[config.mk]
export PLATFORM = sky130hd
export DESIGN_NAME = complementary_attitude_filter_flat
export DESIGN_NICKNAME = d
export VERILOG_FILES = /design/src/rtl/caf_pkg.sv /design/src/rtl/caf_if.sv /design/src/rtl/caf_div.sv /design/src/rtl/caf_dp.sv /design/src/rtl/caf_ctrl.sv /design/src/rtl/complementary_attitude_filter.sv /design/src/flat_wrapper.sv
export SDC_FILE = /design/constraint.sdc
export NUM_CORES = 2
export LEC_CHECK = 0
export BUFFER_PORTS_ARGS = -buffer_cell sky130_fd_sc_hd__buf_2
export CAP_MARGIN = 20
export CORE_ASPECT_RATIO = 1.5
export CORE_MARGIN = 2
export CORE_UTILIZATION = 55
export DETAILED_ROUTE_END_ITERATION = 10
export PLACE_DENSITY_LB_ADDON = 0.05
export SYNTH_ARGS = -nofsm -noshare
export SYNTH_HDL_FRONTEND = slang
export SYNTH_SLANG_ARGS = --single-unit
[constraint.sdc]
create_clock -name clock -period 15.71 [get_ports clock]
set_input_delay 0.7855 -clock clock [delete_from_list [all_inputs] [get_ports clock]]
set_output_delay 0.7855 -clock clock [all_outputs]
set_load 0.03 [all_outputs]
[src/rtl/caf_pkg.sv]
// Shared constants, types and helpers of the complementary attitude filter.
`default_nettype none
package caf_pkg;

   localparam int TS_W    = 32;
   localparam int SAMP_W  = 10;
   localparam int FIX_W   = 32;
   localparam int ANG_W   = 16;
   localparam int LPF_W   = 7;
   localparam int CF_W    = 8;
   localparam int ELAP_W  = 25;
   localparam int WGT_W   = 12;
   localparam int ADDR_W  = 3;
   localparam int DATA_W  = 32;

   localparam int MUL_W     = 33;
   localparam int PROD_W    = 2 * MUL_W;
   localparam int NUM_W     = 52;
   localparam int DVS_W     = 20;
   localparam int DIV_BITS  = 4;
   localparam int DIV_STEPS = NUM_W / DIV_BITS;
   localparam int CNT_W     = 4;

   localparam logic [ELAP_W-1:0] TICK_SAT   = 25'd16777216;
   localparam logic [DVS_W-1:0]  DVS_ONE_G  = 20'd25;
   localparam logic [DVS_W-1:0]  DVS_TICK   = 20'd1000000;
   localparam logic [PROD_W-1:0] GATE_Q_LIM = 66'd72 << 32;
   localparam logic [PROD_W-1:0] GATE_RAW_LIM = 66'd71;

   localparam logic [LPF_W-1:0] LPF_RESET = 7'd8;
   localparam logic [CF_W-1:0]  CF_RESET  = 8'd30;

   // register index taken from paddr[2]
   localparam logic REG_LPF = 1'b0;
   localparam logic REG_CF  = 1'b1;

   // operation select shared by multiplier and divider
   localparam logic [1:0] OP_SM  = 2'd0;
   localparam logic [1:0] OP_MAG = 2'd1;
   localparam logic [1:0] OP_INC = 2'd2;
   localparam logic [1:0] OP_BL  = 2'd3;

   typedef struct packed {
      logic       capture;
      logic       mul_en;
      logic       div_start;
      logic [1:0] op;
      logic [1:0] idx;
      logic       sm_raw;
      logic       sm_write;
      logic       t_write;
      logic       gate_write;
      logic       inc_write;
      logic       bl_write;
      logic       load_rsp;
   } caf_cmd_type;

   typedef struct packed {
      logic lpf_zero;
      logic div_done;
      logic div_busy;
      logic used;
      logic rsp_busy;
   } caf_sts_type;

   function automatic logic signed [FIX_W-1:0] sat32(input logic signed [FIX_W:0] v);
      logic signed [FIX_W-1:0] r;
      if (v[FIX_W] != v[FIX_W-1]) begin
         r = v[FIX_W] ? {1'b1, {(FIX_W-1){1'b0}}} : {1'b0, {(FIX_W-1){1'b1}}};
      end else begin
         r = v[FIX_W-1:0];
      end
      return r;
   endfunction

   // integer part of a Q16.16 value, truncated toward zero, low 16 bits
   function automatic logic [ANG_W-1:0] ang_int(input logic signed [FIX_W-1:0] a);
      logic rnd;
      rnd = a[FIX_W-1] && (a[15:0] != 16'h0);
      return a[FIX_W-1:16] + {{(ANG_W-1){1'b0}}, rnd};
   endfunction

endpackage
`default_nettype wire

[src/rtl/caf_if.sv]
// Request and response channel interfaces of the complementary attitude filter.
`default_nettype none
interface caf_req_if import caf_pkg::*; ();
   logic                     valid;
   logic                     ready;
   logic [TS_W-1:0]          timestamp;
   logic                     restart;
   logic signed [SAMP_W-1:0] acc_x;
   logic signed [SAMP_W-1:0] acc_y;
   logic signed [SAMP_W-1:0] acc_z;
   logic signed [SAMP_W-1:0] gyro_x;
   logic signed [SAMP_W-1:0] gyro_y;

   modport source (output valid, timestamp, restart, acc_x, acc_y, acc_z, gyro_x, gyro_y,
                   input ready);
   modport sink   (input valid, timestamp, restart, acc_x, acc_y, acc_z, gyro_x, gyro_y,
                   output ready);
endinterface

interface caf_rsp_if import caf_pkg::*; ();
   logic                    valid;
   logic                    ready;
   logic signed [ANG_W-1:0] roll_angle;
   logic signed [ANG_W-1:0] pitch_angle;
   logic                    acc_used;

   modport source (output valid, roll_angle, pitch_angle, acc_used, input ready);
   modport sink   (input valid, roll_angle, pitch_angle, acc_used, output ready);
endinterface
`default_nettype wire

[src/rtl/caf_div.sv]
// Iterative signed-by-unsigned divider, four quotient bits a cycle, int32-saturated result.
`default_nettype none
module caf_div import caf_pkg::*; (
   input  wire logic                     clock,
   input  wire logic                     reset,
   input  wire logic                     start,
   input  wire logic signed [NUM_W-1:0]  num,
   input  wire logic [DVS_W-1:0]         dvs,
   output logic                          busy,
   output logic                          done,
   output logic signed [FIX_W-1:0]       quotient
);

   logic             busy_ff, busy_in;
   logic             done_ff, done_in;
   logic [CNT_W-1:0] cnt_ff, cnt_in;
   logic [DVS_W:0]   rem_ff, rem_in;
   logic [NUM_W-1:0] quo_ff, quo_in;
   logic             neg_ff, neg_in;
   logic [DVS_W-1:0] dvs_ff, dvs_in;

   logic [DVS_W:0]   r;
   logic [NUM_W-1:0] q;
   logic             big_pos, big_neg;

   always_comb begin
      r = rem_ff;
      q = quo_ff;
      for (int k = 0; k < DIV_BITS; k++) begin
         r = {r[DVS_W-1:0], q[NUM_W-1]};
         q = {q[NUM_W-2:0], 1'b0};
         if (r >= {1'b0, dvs_ff}) begin
            r = r - {1'b0, dvs_ff};
            q[0] = 1'b1;
         end
      end
   end

   always_comb begin
      busy_in = busy_ff;
      done_in = 1'b0;
      cnt_in  = cnt_ff;
      rem_in  = rem_ff;
      quo_in  = quo_ff;
      neg_in  = neg_ff;
      dvs_in  = dvs_ff;
      if (start) begin
         busy_in = 1'b1;
         cnt_in  = '0;
         rem_in  = '0;
         neg_in  = num[NUM_W-1];
         quo_in  = num[NUM_W-1] ? NUM_W'(-num) : num;
         dvs_in  = dvs;
      end else if (busy_ff) begin
         rem_in = r;
         quo_in = q;
         cnt_in = cnt_ff + 1'b1;
         if (cnt_ff == CNT_W'(DIV_STEPS - 1)) begin
            busy_in = 1'b0;
            done_in = 1'b1;
         end
      end
   end

   always_ff @(posedge clock) begin
      if (reset) begin
         busy_ff <= 1'b0;
         done_ff <= 1'b0;
         cnt_ff  <= '0;
      end else begin
         busy_ff <= busy_in;
         done_ff <= done_in;
         cnt_ff  <= cnt_in;
      end
      rem_ff <= rem_in;
      quo_ff <= quo_in;
      neg_ff <= neg_in;
      dvs_ff <= dvs_in;
   end

   assign big_pos = quo_ff > NUM_W'(32'h7FFF_FFFF);
   assign big_neg = quo_ff > NUM_W'(32'h8000_0000);

   always_comb begin
      if (neg_ff) begin
         quotient = big_neg ? {1'b1, {(FIX_W-1){1'b0}}} : -quo_ff[FIX_W-1:0];
      end else begin
         quotient = big_pos ? {1'b0, {(FIX_W-1){1'b1}}} : quo_ff[FIX_W-1:0];
      end
   end

   assign busy = busy_ff;
   assign done = done_ff;

endmodule
`default_nettype wire

[src/rtl/caf_dp.sv]
// Datapath: filter state, shared multiplier, shared divider and response register.
`default_nettype none
module caf_dp import caf_pkg::*; (
   input  wire logic                     clock,
   input  wire logic                     reset,
   input  wire caf_cmd_type              cmd,
   output caf_sts_type                   sts,
   input  wire logic [LPF_W-1:0]         lpf_factor,
   input  wire logic [CF_W-1:0]          cf_setting,
   input  wire logic [TS_W-1:0]          timestamp,
   input  wire logic                     restart,
   input  wire logic signed [SAMP_W-1:0] acc_x,
   input  wire logic signed [SAMP_W-1:0] acc_y,
   input  wire logic signed [SAMP_W-1:0] acc_z,
   input  wire logic signed [SAMP_W-1:0] gyro_x,
   input  wire logic signed [SAMP_W-1:0] gyro_y,
   input  wire logic                     rsp_ready,
   output logic                          rsp_valid,
   output logic signed [ANG_W-1:0]       roll_angle,
   output logic signed [ANG_W-1:0]       pitch_angle,
   output logic                          acc_used
);

   logic [TS_W-1:0]          prev_tick_ff;
   logic [ELAP_W-1:0]        elapsed_ff, elapsed_in;
   logic signed [SAMP_W-1:0] acc_ff [3];
   logic signed [SAMP_W-1:0] gyro_ff [2];
   logic signed [FIX_W-1:0]  s_ff [3];
   logic signed [FIX_W-1:0]  a_ff [2];
   logic signed [FIX_W-1:0]  t_ff;
   logic signed [PROD_W-1:0] prod_ff;
   logic                     used_ff, used_in;
   logic                     rsp_valid_ff;
   logic [ANG_W-1:0]         roll_ff, pitch_ff;
   logic                     acc_used_ff;

   logic [TS_W-1:0]          d;
   logic [WGT_W-1:0]         w;
   logic signed [MUL_W-1:0]  mul_a, mul_b;
   logic signed [NUM_W-1:0]  div_num, mag_src;
   logic [DVS_W-1:0]         div_dvs;
   logic                     div_busy, div_done;
   logic signed [FIX_W-1:0]  div_q;
   logic signed [FIX_W-1:0]  s_sel, a_sel;
   logic signed [SAMP_W-1:0] acc_sel, gyro_sel;
   logic                     lpf_zero;

   assign lpf_zero = (lpf_factor == '0);
   assign w        = ({4'b0, cf_setting} << 3) + ({4'b0, cf_setting} << 1);
   assign d        = timestamp - prev_tick_ff;
   assign s_sel    = s_ff[cmd.idx];
   assign acc_sel  = acc_ff[cmd.idx];
   assign a_sel    = a_ff[cmd.idx[0]];
   assign gyro_sel = gyro_ff[cmd.idx[0]];

   always_comb begin
      if (restart) elapsed_in = '0;
      else if (d > TS_W'(TICK_SAT)) elapsed_in = TICK_SAT;
      else elapsed_in = d[ELAP_W-1:0];
   end

   always_comb begin
      case (cmd.op)
         OP_SM: begin
            mul_a = {s_sel[FIX_W-1], s_sel};
            mul_b = {{(MUL_W-LPF_W){1'b0}}, LPF_W'(lpf_factor - 1'b1)};
         end
         OP_MAG: begin
            mul_a = {t_ff[FIX_W-1], t_ff};
            mul_b = {t_ff[FIX_W-1], t_ff};
         end
         OP_INC: begin
            mul_a = {{(MUL_W-SAMP_W){gyro_sel[SAMP_W-1]}}, gyro_sel};
            mul_b = {{(MUL_W-ELAP_W){1'b0}}, elapsed_ff};
         end
         default: begin
            mul_a = {a_sel[FIX_W-1], a_sel};
            mul_b = {{(MUL_W-WGT_W){1'b0}}, w};
         end
      endcase
   end

   // raw mode measures the unscaled sample, smoothed mode the filtered value
   assign mag_src = lpf_zero ? {{(NUM_W-SAMP_W){acc_ff[2][SAMP_W-1]}}, acc_ff[2]}
                             : {{(NUM_W-FIX_W){s_ff[2][FIX_W-1]}}, s_ff[2]};

   always_comb begin
      case (cmd.op)
         OP_SM: begin
            div_num = prod_ff[NUM_W-1:0]
                    + {{(NUM_W-SAMP_W-16){acc_sel[SAMP_W-1]}}, acc_sel, 16'h0};
            div_dvs = {{(DVS_W-LPF_W){1'b0}}, lpf_factor};
         end
         OP_MAG: begin
            div_num = {mag_src[NUM_W-2:0], 1'b0};
            div_dvs = DVS_ONE_G;
         end
         OP_INC: begin
            div_num = {prod_ff[NUM_W-17:0], 16'h0};
            div_dvs = DVS_TICK;
         end
         default: begin
            div_num = prod_ff[NUM_W-1:0] - {{(NUM_W-FIX_W){s_sel[FIX_W-1]}}, s_sel};
            div_dvs = {{(DVS_W-WGT_W){1'b0}}, WGT_W'(w + 1'b1)};
         end
      endcase
   end

   caf_div u_div (
      .clock    (clock),
      .reset    (reset),
      .start    (cmd.div_start),
      .num      (div_num),
      .dvs      (div_dvs),
      .busy     (div_busy),
      .done     (div_done),
      .quotient (div_q)
   );

   always_comb begin
      used_in = used_ff;
      if (cmd.capture) used_in = 1'b0;
      else if (cmd.gate_write) begin
         used_in = lpf_zero ? ($unsigned(prod_ff) <= GATE_RAW_LIM)
                            : ($unsigned(prod_ff) < GATE_Q_LIM);
      end
   end

   always_ff @(posedge clock) begin
      if (reset) begin
         prev_tick_ff <= '0;
         s_ff[0]      <= '0;
         s_ff[1]      <= '0;
         s_ff[2]      <= '0;
         a_ff[0]      <= '0;
         a_ff[1]      <= '0;
         used_ff      <= 1'b0;
         rsp_valid_ff <= 1'b0;
      end else begin
         used_ff <= used_in;
         if (cmd.capture) prev_tick_ff <= timestamp;
         if (cmd.sm_raw) begin
            s_ff[cmd.idx] <= {{(FIX_W-SAMP_W-16){acc_sel[SAMP_W-1]}}, acc_sel, 16'h0};
         end
         if (cmd.sm_write) s_ff[cmd.idx] <= div_q;
         if (cmd.inc_write) begin
            a_ff[cmd.idx[0]] <= sat32({a_sel[FIX_W-1], a_sel} + {div_q[FIX_W-1], div_q});
         end
         if (cmd.bl_write) a_ff[cmd.idx[0]] <= div_q;
         if (cmd.load_rsp) rsp_valid_ff <= 1'b1;
         else if (rsp_ready) rsp_valid_ff <= 1'b0;
      end
      if (cmd.capture) begin
         elapsed_ff <= elapsed_in;
         acc_ff[0]  <= acc_x;
         acc_ff[1]  <= acc_y;
         acc_ff[2]  <= acc_z;
         gyro_ff[0] <= gyro_x;
         gyro_ff[1] <= gyro_y;
      end
      if (cmd.mul_en) prod_ff <= mul_a * mul_b;
      if (cmd.t_write) t_ff <= div_q;
      if (cmd.load_rsp) begin
         roll_ff     <= ang_int(a_ff[0]);
         pitch_ff    <= ang_int(a_ff[1]);
         acc_used_ff <= used_ff;
      end
   end

   assign sts.lpf_zero = lpf_zero;
   assign sts.div_done = div_done;
   assign sts.div_busy = div_busy;
   assign sts.used     = used_ff;
   assign sts.rsp_busy = rsp_valid_ff && !rsp_ready;

   assign rsp_valid   = rsp_valid_ff;
   assign roll_angle  = roll_ff;
   assign pitch_angle = pitch_ff;
   assign acc_used    = acc_used_ff;

endmodule
`default_nettype wire

[src/rtl/caf_ctrl.sv]
// Sequences the datapath: smoothing, gate, integration, blend if the gate passes.
`default_nettype none
module caf_ctrl import caf_pkg::*; (
   input  wire logic        clock,
   input  wire logic        reset,
   input  wire logic        req_valid,
   output logic             req_ready,
   input  wire caf_sts_type sts,
   output caf_cmd_type      cmd
);

   localparam logic [3:0] ST_IDLE     = 4'd0;
   localparam logic [3:0] ST_SM_MUL   = 4'd1;
   localparam logic [3:0] ST_SM_DIV   = 4'd2;
   localparam logic [3:0] ST_SM_WAIT  = 4'd3;
   localparam logic [3:0] ST_MAG_DIV  = 4'd4;
   localparam logic [3:0] ST_MAG_WAIT = 4'd5;
   localparam logic [3:0] ST_MAG_MUL  = 4'd6;
   localparam logic [3:0] ST_MAG_CHK  = 4'd7;
   localparam logic [3:0] ST_INC_MUL  = 4'd8;
   localparam logic [3:0] ST_INC_DIV  = 4'd9;
   localparam logic [3:0] ST_INC_WAIT = 4'd10;
   localparam logic [3:0] ST_BL_MUL   = 4'd11;
   localparam logic [3:0] ST_BL_DIV   = 4'd12;
   localparam logic [3:0] ST_BL_WAIT  = 4'd13;
   localparam logic [3:0] ST_DONE     = 4'd14;

   logic [3:0] state_ff, state_in;
   logic [1:0] idx_ff, idx_in;

   always_comb begin
      state_in = state_ff;
      idx_in   = idx_ff;
      cmd      = '0;
      cmd.idx  = idx_ff;
      cmd.op   = OP_SM;
      unique case (state_ff)
         ST_IDLE: begin
            if (req_valid) begin
               cmd.capture = 1'b1;
               idx_in      = '0;
               state_in    = ST_SM_MUL;
            end
         end
         ST_SM_MUL: begin
            if (sts.lpf_zero) begin
               cmd.sm_raw = 1'b1;
               if (idx_ff == 2'd2) begin
                  idx_in   = '0;
                  state_in = ST_MAG_DIV;
               end else begin
                  idx_in = idx_ff + 1'b1;
               end
            end else begin
               cmd.mul_en = 1'b1;
               state_in   = ST_SM_DIV;
            end
         end
         ST_SM_DIV: begin
            cmd.div_start = 1'b1;
            state_in      = ST_SM_WAIT;
         end
         ST_SM_WAIT: begin
            if (sts.div_done) begin
               cmd.sm_write = 1'b1;
               if (idx_ff == 2'd2) begin
                  idx_in   = '0;
                  state_in = ST_MAG_DIV;
               end else begin
                  idx_in   = idx_ff + 1'b1;
                  state_in = ST_SM_MUL;
               end
            end
         end
         ST_MAG_DIV: begin
            cmd.op        = OP_MAG;
            cmd.div_start = 1'b1;
            state_in      = ST_MAG_WAIT;
         end
         ST_MAG_WAIT: begin
            cmd.op = OP_MAG;
            if (sts.div_done) begin
               cmd.t_write = 1'b1;
               state_in    = ST_MAG_MUL;
            end
         end
         ST_MAG_MUL: begin
            cmd.op     = OP_MAG;
            cmd.mul_en = 1'b1;
            state_in   = ST_MAG_CHK;
         end
         ST_MAG_CHK: begin
            cmd.op         = OP_MAG;
            cmd.gate_write = 1'b1;
            idx_in         = '0;
            state_in       = ST_INC_MUL;
         end
         ST_INC_MUL: begin
            cmd.op     = OP_INC;
            cmd.mul_en = 1'b1;
            state_in   = ST_INC_DIV;
         end
         ST_INC_DIV: begin
            cmd.op        = OP_INC;
            cmd.div_start = 1'b1;
            state_in      = ST_INC_WAIT;
         end
         ST_INC_WAIT: begin
            cmd.op = OP_INC;
            if (sts.div_done) begin
               cmd.inc_write = 1'b1;
               if (idx_ff == 2'd1) begin
                  idx_in   = '0;
                  state_in = sts.used ? ST_BL_MUL : ST_DONE;
               end else begin
                  idx_in   = idx_ff + 1'b1;
                  state_in = ST_INC_MUL;
               end
            end
         end
         ST_BL_MUL: begin
            cmd.op     = OP_BL;
            cmd.mul_en = 1'b1;
            state_in   = ST_BL_DIV;
         end
         ST_BL_DIV: begin
            cmd.op        = OP_BL;
            cmd.div_start = 1'b1;
            state_in      = ST_BL_WAIT;
         end
         ST_BL_WAIT: begin
            cmd.op = OP_BL;
            if (sts.div_done) begin
               cmd.bl_write = 1'b1;
               if (idx_ff == 2'd1) begin
                  idx_in   = '0;
                  state_in = ST_DONE;
               end else begin
                  idx_in   = idx_ff + 1'b1;
                  state_in = ST_BL_MUL;
               end
            end
         end
         ST_DONE: begin
            // hold until the response slot is free
            if (!sts.rsp_busy) begin
               cmd.load_rsp = 1'b1;
               state_in     = ST_IDLE;
            end
         end
         default: begin
            state_in = ST_IDLE;
         end
      endcase
   end

   always_ff @(posedge clock) begin
      if (reset) begin
         state_ff <= ST_IDLE;
         idx_ff   <= '0;
      end else begin
         state_ff <= state_in;
         idx_ff   <= idx_in;
      end
   end

   assign req_ready = (state_ff == ST_IDLE);

`ifndef SYNTHESIS
   a_start_free: assert property (@(posedge clock) disable iff (reset)
      cmd.div_start |-> !sts.div_busy) else $error("divider started while busy");
   a_accept_leaves: assert property (@(posedge clock) disable iff (reset)
      (req_valid && req_ready) |=> state_ff != ST_IDLE) else $error("request not taken up");
   a_idx_range: assert property (@(posedge clock) disable iff (reset)
      idx_ff != 2'd3) else $error("axis index out of range");
   a_load_free: assert property (@(posedge clock) disable iff (reset)
      cmd.load_rsp |-> !sts.rsp_busy) else $error("response overwritten");
`endif

endmodule
`default_nettype wire

[src/rtl/complementary_attitude_filter.sv]
// Top level of the complementary attitude filter: channels, register port and wiring.
//
//   channel   direction  handshake      contents
//   req_if    in         valid/ready    timestamp, restart, acc_x/y/z, gyro_x/y
//   rsp_if    out        valid/ready    roll_angle, pitch_angle, acc_used
//   csr (APB) in         psel/penable   lpf_factor at 0x0, cf_setting at 0x4
//
// One request at a time; each request uses the shared divider, which takes four
// quotient bits per step, for up to eight divides a request.
// Synchronous active-high reset clears the filter state and loads register defaults.
// The finished response waits in its own register; the next request is taken while
// it is still held, and the sequencer stalls only when a second response is ready.
`default_nettype none
module complementary_attitude_filter import caf_pkg::*; (
   input  wire logic              clock,
   input  wire logic              reset,
   caf_req_if.sink                req_if,
   caf_rsp_if.source              rsp_if,
   input  wire logic              psel,
   input  wire logic              penable,
   input  wire logic              pwrite,
   input  wire logic [ADDR_W-1:0] paddr,
   input  wire logic [DATA_W-1:0] pwdata,
   output logic [DATA_W-1:0]      prdata,
   output logic                   pready
);

   logic [LPF_W-1:0] lpf_ff;
   logic [CF_W-1:0]  cf_ff;
   logic             wr_en;
   caf_cmd_type      cmd;
   caf_sts_type      sts;

   assign pready = 1'b1;
   assign wr_en  = psel && penable && pwrite && pready;

   always_ff @(posedge clock) begin
      if (reset) begin
         lpf_ff <= LPF_RESET;
         cf_ff  <= CF_RESET;
      end else if (wr_en) begin
         unique case (paddr[2])
            REG_LPF: lpf_ff <= pwdata[LPF_W-1:0];
            REG_CF:  cf_ff  <= pwdata[CF_W-1:0];
            default: ;
         endcase
      end
   end

   always_comb begin
      unique case (paddr[2])
         REG_LPF: prdata = {{(DATA_W-LPF_W){1'b0}}, lpf_ff};
         REG_CF:  prdata = {{(DATA_W-CF_W){1'b0}}, cf_ff};
         default: prdata = '0;
      endcase
   end

   caf_ctrl u_ctrl (
      .clock     (clock),
      .reset     (reset),
      .req_valid (req_if.valid),
      .req_ready (req_if.ready),
      .sts       (sts),
      .cmd       (cmd)
   );

   caf_dp u_dp (
      .clock       (clock),
      .reset       (reset),
      .cmd         (cmd),
      .sts         (sts),
      .lpf_factor  (lpf_ff),
      .cf_setting  (cf_ff),
      .timestamp   (req_if.timestamp),
      .restart     (req_if.restart),
      .acc_x       (req_if.acc_x),
      .acc_y       (req_if.acc_y),
      .acc_z       (req_if.acc_z),
      .gyro_x      (req_if.gyro_x),
      .gyro_y      (req_if.gyro_y),
      .rsp_ready   (rsp_if.ready),
      .rsp_valid   (rsp_if.valid),
      .roll_angle  (rsp_if.roll_angle),
      .pitch_angle (rsp_if.pitch_angle),
      .acc_used    (rsp_if.acc_used)
   );

endmodule
`default_nettype wire
[src/flat_wrapper.sv]
// flat-port wrapper written by rule: the top's interface ports become plain ports
module complementary_attitude_filter_flat import caf_pkg::*;
  (clock, reset, psel, penable, pwrite, paddr, pwdata, prdata, pready, req_if_valid, req_if_timestamp, req_if_restart, req_if_acc_x, req_if_acc_y, req_if_acc_z, req_if_gyro_x, req_if_gyro_y, req_if_ready, rsp_if_valid, rsp_if_roll_angle, rsp_if_pitch_angle, rsp_if_acc_used, rsp_if_ready);
  caf_req_if req_if_i ();
  caf_rsp_if rsp_if_i ();
  input  wire logic clock;
  input  wire logic reset;
  input  wire logic psel;
  input  wire logic penable;
  input  wire logic pwrite;
  input  wire logic [ADDR_W-1:0] paddr;
  input  wire logic [DATA_W-1:0] pwdata;
  output logic [DATA_W-1:0] prdata;
  output logic pready;
  input wire logic [$bits(req_if_i.valid)-1:0] req_if_valid;
  input wire logic [$bits(req_if_i.timestamp)-1:0] req_if_timestamp;
  input wire logic [$bits(req_if_i.restart)-1:0] req_if_restart;
  input wire logic [$bits(req_if_i.acc_x)-1:0] req_if_acc_x;
  input wire logic [$bits(req_if_i.acc_y)-1:0] req_if_acc_y;
  input wire logic [$bits(req_if_i.acc_z)-1:0] req_if_acc_z;
  input wire logic [$bits(req_if_i.gyro_x)-1:0] req_if_gyro_x;
  input wire logic [$bits(req_if_i.gyro_y)-1:0] req_if_gyro_y;
  output wire logic [$bits(req_if_i.ready)-1:0] req_if_ready;
  output wire logic [$bits(rsp_if_i.valid)-1:0] rsp_if_valid;
  output wire logic [$bits(rsp_if_i.roll_angle)-1:0] rsp_if_roll_angle;
  output wire logic [$bits(rsp_if_i.pitch_angle)-1:0] rsp_if_pitch_angle;
  output wire logic [$bits(rsp_if_i.acc_used)-1:0] rsp_if_acc_used;
  input wire logic [$bits(rsp_if_i.ready)-1:0] rsp_if_ready;
  assign req_if_i.valid = req_if_valid;
  assign req_if_i.timestamp = req_if_timestamp;
  assign req_if_i.restart = req_if_restart;
  assign req_if_i.acc_x = req_if_acc_x;
  assign req_if_i.acc_y = req_if_acc_y;
  assign req_if_i.acc_z = req_if_acc_z;
  assign req_if_i.gyro_x = req_if_gyro_x;
  assign req_if_i.gyro_y = req_if_gyro_y;
  assign req_if_ready = req_if_i.ready;
  assign rsp_if_valid = rsp_if_i.valid;
  assign rsp_if_roll_angle = rsp_if_i.roll_angle;
  assign rsp_if_pitch_angle = rsp_if_i.pitch_angle;
  assign rsp_if_acc_used = rsp_if_i.acc_used;
  assign rsp_if_i.ready = rsp_if_ready;
  complementary_attitude_filter u_core (.clock(clock), .reset(reset), .req_if(req_if_i), .rsp_if(rsp_if_i), .psel(psel), .penable(penable), .pwrite(pwrite), .paddr(paddr), .pwdata(pwdata), .prdata(prdata), .pready(pready));
endmodule
==> impl_metrics.ini <==
[critical_path]
reg2reg_from = u_core.u_dp.u_div.dvs_ff[18]
critPathRequiredTime_ps = 16270
endpoint_kind = flop
critPathBufInv = 4
path_common_cell = o21ai_0
startpoint_type = flop
cp_data_arrival_time_ps = 14430
worst-path-stages = 55
cpMaxStageDelayCell = or4_1
startpoint = u_core.u_dp.u_div.dvs_ff[18]
cp_max_fo = 15
worstSetupPathType = reg -> reg
reg2regPathDepth = 55
critPathTopFamily = compound AO/OA/AOI/OAI gates
slowest_delay_ps = 610

[routing]
routed_wl_um = 309000
drcViolationCount = 0
drt_pre_antenna_iters = 7
antenna_left = 0
avgViaCountPerCell = 6.24
post_drt_wl_per_cell_um = 30.1
drt-initial-drc-count = 5776
vias = 64100

[clocking]
clock_latency_ps = 760
cts_setup_buffers = 0
clkTransAtPathRegs_ps = 70
cts_resized = 0
clock_sinks = 547
clock-root-buffer = clkbuf_16
h-tree-depth = 2
tritoncts = built
numCtsBuffers = 57
holdBufCountCts = 0
cts_buffer_depth = 3

[logic_synthesis]
ys.flop_type = edfxtp_1
netlist.area_leader.share_pct = 29.9
synth_top_family_by_area = adder cells
synth-simple-area-share_pct = 15.4
async_flop_share_pct = 0
synth-xor-area-share_pct = 3.69
synth_area_leaders = fa_1 (30%), edfxtp_1 (18%), ha_1 (7.4%), inv_1 (6.7%), nor2_1 (5.3%)
synthMuxAreaShare_pct = 2.73
netlist_area_mm2 = 0.0756
synth_edf_count = 464
avgSynthCellArea_um2 = 9.02
synthAdderAreaFrac_pct = 37.4
yosysTopAreaCell = fa_1
netlist-cell-type-count = 100
ys_seq_area_share_pct = 20.6
synthCells = 8381
synth_most_common_cell = inv_1
yosysWarnings = 0
ys_seq_elements = 547
synthTopCellsByCount = inv_1 (1352), fa_1 (1131), nor2_1 (1062), nand2_1 (947), edfxtp_1 (464)
synth-compound-area-share_pct = 11.4

[timing]
rsz0062_at_grt = no
tns_ps = 0
period_needed_ps = 13870
slew_viol_final = 0
finalClockSkew_ps = 66.5
hold_viol = 0
final.period_utilization_pct = 88.3
relSlewSlack_pct = 10.5
fmax_ghz = 0.0721
finalSetupViolations = 0
worstMarginPinSlew_ps = 1330

[global_route]
grt_pass1_vias = 66300
grt_pass1_wl_um = 446000
grt_usage_pct = 44.8
grt_overflow = 0
grt_max_degree = 84
antenna_found_initial = 26

[layout]
fillers = 12100
final_layout_size_suffix_gt1_share_pct = 8.04
fin_nets = 10100
syn_to_final_growth_pct = 7.41

[run]
drv_cap = 0

[min_path]
min_path_type = in -> reg
worstHoldStart = req_if_acc_y[4]
hold_path_depth = 1

[run_status]
outcome = complete, no violations

[placed_design]
io_buffers = 141
post-dp-hpwl_um = 249000
gp_congestion = 1.02

[pwr]
p_leak_nw = 37.7
ir_drop_mv = 0.540
power_mw = 19.2
pwr_density_cell_mw_per_mm2 = 236

[die]
start_util_pct = 55.4
coreArea_mm2 = 0.136
num_rows = 166
die_y_um = 458
top_level_ports = 193
die_x_um = 307
die-area_mm2 = 0.141
per-layer routing:
metal | vias up | share of wire [%] | wire (µm) | GRT usage [%]
met5 | - | 0.013 | 41 | 0
met1 | 31800 | 30 | 92400 | 43.2
met4 | 6 | 14 | 44600 | 49.7
li1 | 27300 | - | - | -
met2 | 3467 | 48 | 147000 | 74.2
met3 | 1565 | 8.0 | 24800 | 11.0
kinds of logic (layout without fill, tap and decap cells):
logic type | Yosys count | after routing
AOI/OAI and AO/OA | 1358 | 1358
other | 2 | 47
xor gates and xnor gates | 319 | 319
adders and majority gates | 1581 | 1581
muxes | 159 | 159
and+or+nand+nor | 2675 | 2675
buffers and inverters | 1740 | 1823
DFF | 547 | 547
placed cells by master, fill, tap and decap left out, types with 68 or more instances in the layout:
master / Yosys / layout
a21o_1: 149 / 149
a21oi_1: 430 / 426
buf_2: 3 / 141
buf_4: 25 / 208
dfxtp_1: 83 / 81
edfxtp_1: 464 / 464
fa_1: 1131 / 1131
ha_1: 450 / 450
inv_1: 1352 / 1349
mux2i_1: 68 / 68
nand2_1: 947 / 944
nand2b_1: 73 / 73
nand3_1: 97 / 97
nor2_1: 1062 / 1054
nor3_1: 83 / 80
o21ai_0: 290 / 287
xnor2_1: 200 / 198
xor2_1: 119 / 119
through the flow:
step | hold WS [ps] | std cells | cell area, µm² | utilization, % | worst slack [ps]
floorplan | 436 | 8404 | 75700 | - | 3550
global placement | 442 | 10100 | 78900 | 57.8 | 2080
detailed placement | 448 | 10100 | 79100 | 57.9 | 2010
CTS | 189 | 10200 | 81100 | 59.4 | 1950
global route | 193 | 10300 | 81200 | 59.5 | 951
finish | 196 | 10300 | 81200 | 59.5 | 1840
state kept, by name, indices dropped and copies added (netlist names), 2 cells and up, named ones only:
register                  cells
u_core.u_dp.prev_tick_ff     32
u_core.u_dp.u_div.cnt_ff      4
u_core.u_ctrl.state_ff        4
u_core.u_dp.a_ff             64
u_core.u_dp.s_ff            128
u_core.u_dp.u_div.quo_ff     52
u_core.u_dp.roll_angle       16
u_core.u_dp.u_div.dvs_ff     13
u_core.cf_ff                  8
u_core.u_dp.pitch_angle      16
u_core.u_dp.t_ff             32
u_core.u_dp.u_div.rem_ff     20
u_core.u_dp.acc_ff           30
u_core.u_dp.elapsed_ff       25
u_core.u_dp.prod_ff          66
u_core.u_ctrl.idx_ff          2
u_core.lpf_ff                 7
u_core.u_dp.gyro_ff          20
worst reg2reg max path, delay by kind of cell, from the launching register on:
family	cells	cell delay (ps)
AO/OA/AOI/OAI	31	7570
AND/OR/NAND/NOR	15	3200
adder cells (fa/ha/maj)	4	1310
buffers and inverters	4	1070
flip-flops	1	360
multiplexers	1	210
where the power goes:
group          switching, mW  total [mW]  internal [mW]
clock                  0.686        1.53          0.843
combinational           9.46        15.3           5.80
sequential             0.373        2.41           2.04
layout make-up:
| cell class | instances | area, µm² | area share (%) |
|---|---|---|---|
| Antenna cell | 22 | 55.1 | 0.0678 |
| Clock buffer | 63 | 1480 | 1.82 |
| Clock inverter | 44 | 591 | 0.727 |
| Inverter | 1356 | 5090 | 6.27 |
| Multi-Input combinational cell | 6117 | 53800 | 66.2 |
| Sequential cell | 547 | 15600 | 19.2 |
| Tap cell | 1764 | 2210 | 2.72 |
| Timing Repair Buffer | 360 | 2430 | 2.99 |
final timing paths:
path / endpoint / slack, ps
setup reg to reg: u_core.u_dp.u_div.rem_ff[1] / 1840
setup / recovery: u_core.u_dp.u_div.rem_ff[1] / 1840
hold / removal: u_core.u_dp.acc_ff[1][4] / 200
hold reg to reg: u_core.u_dp.prev_tick_ff[19] / 450
(Power assumes the default switching activity.)
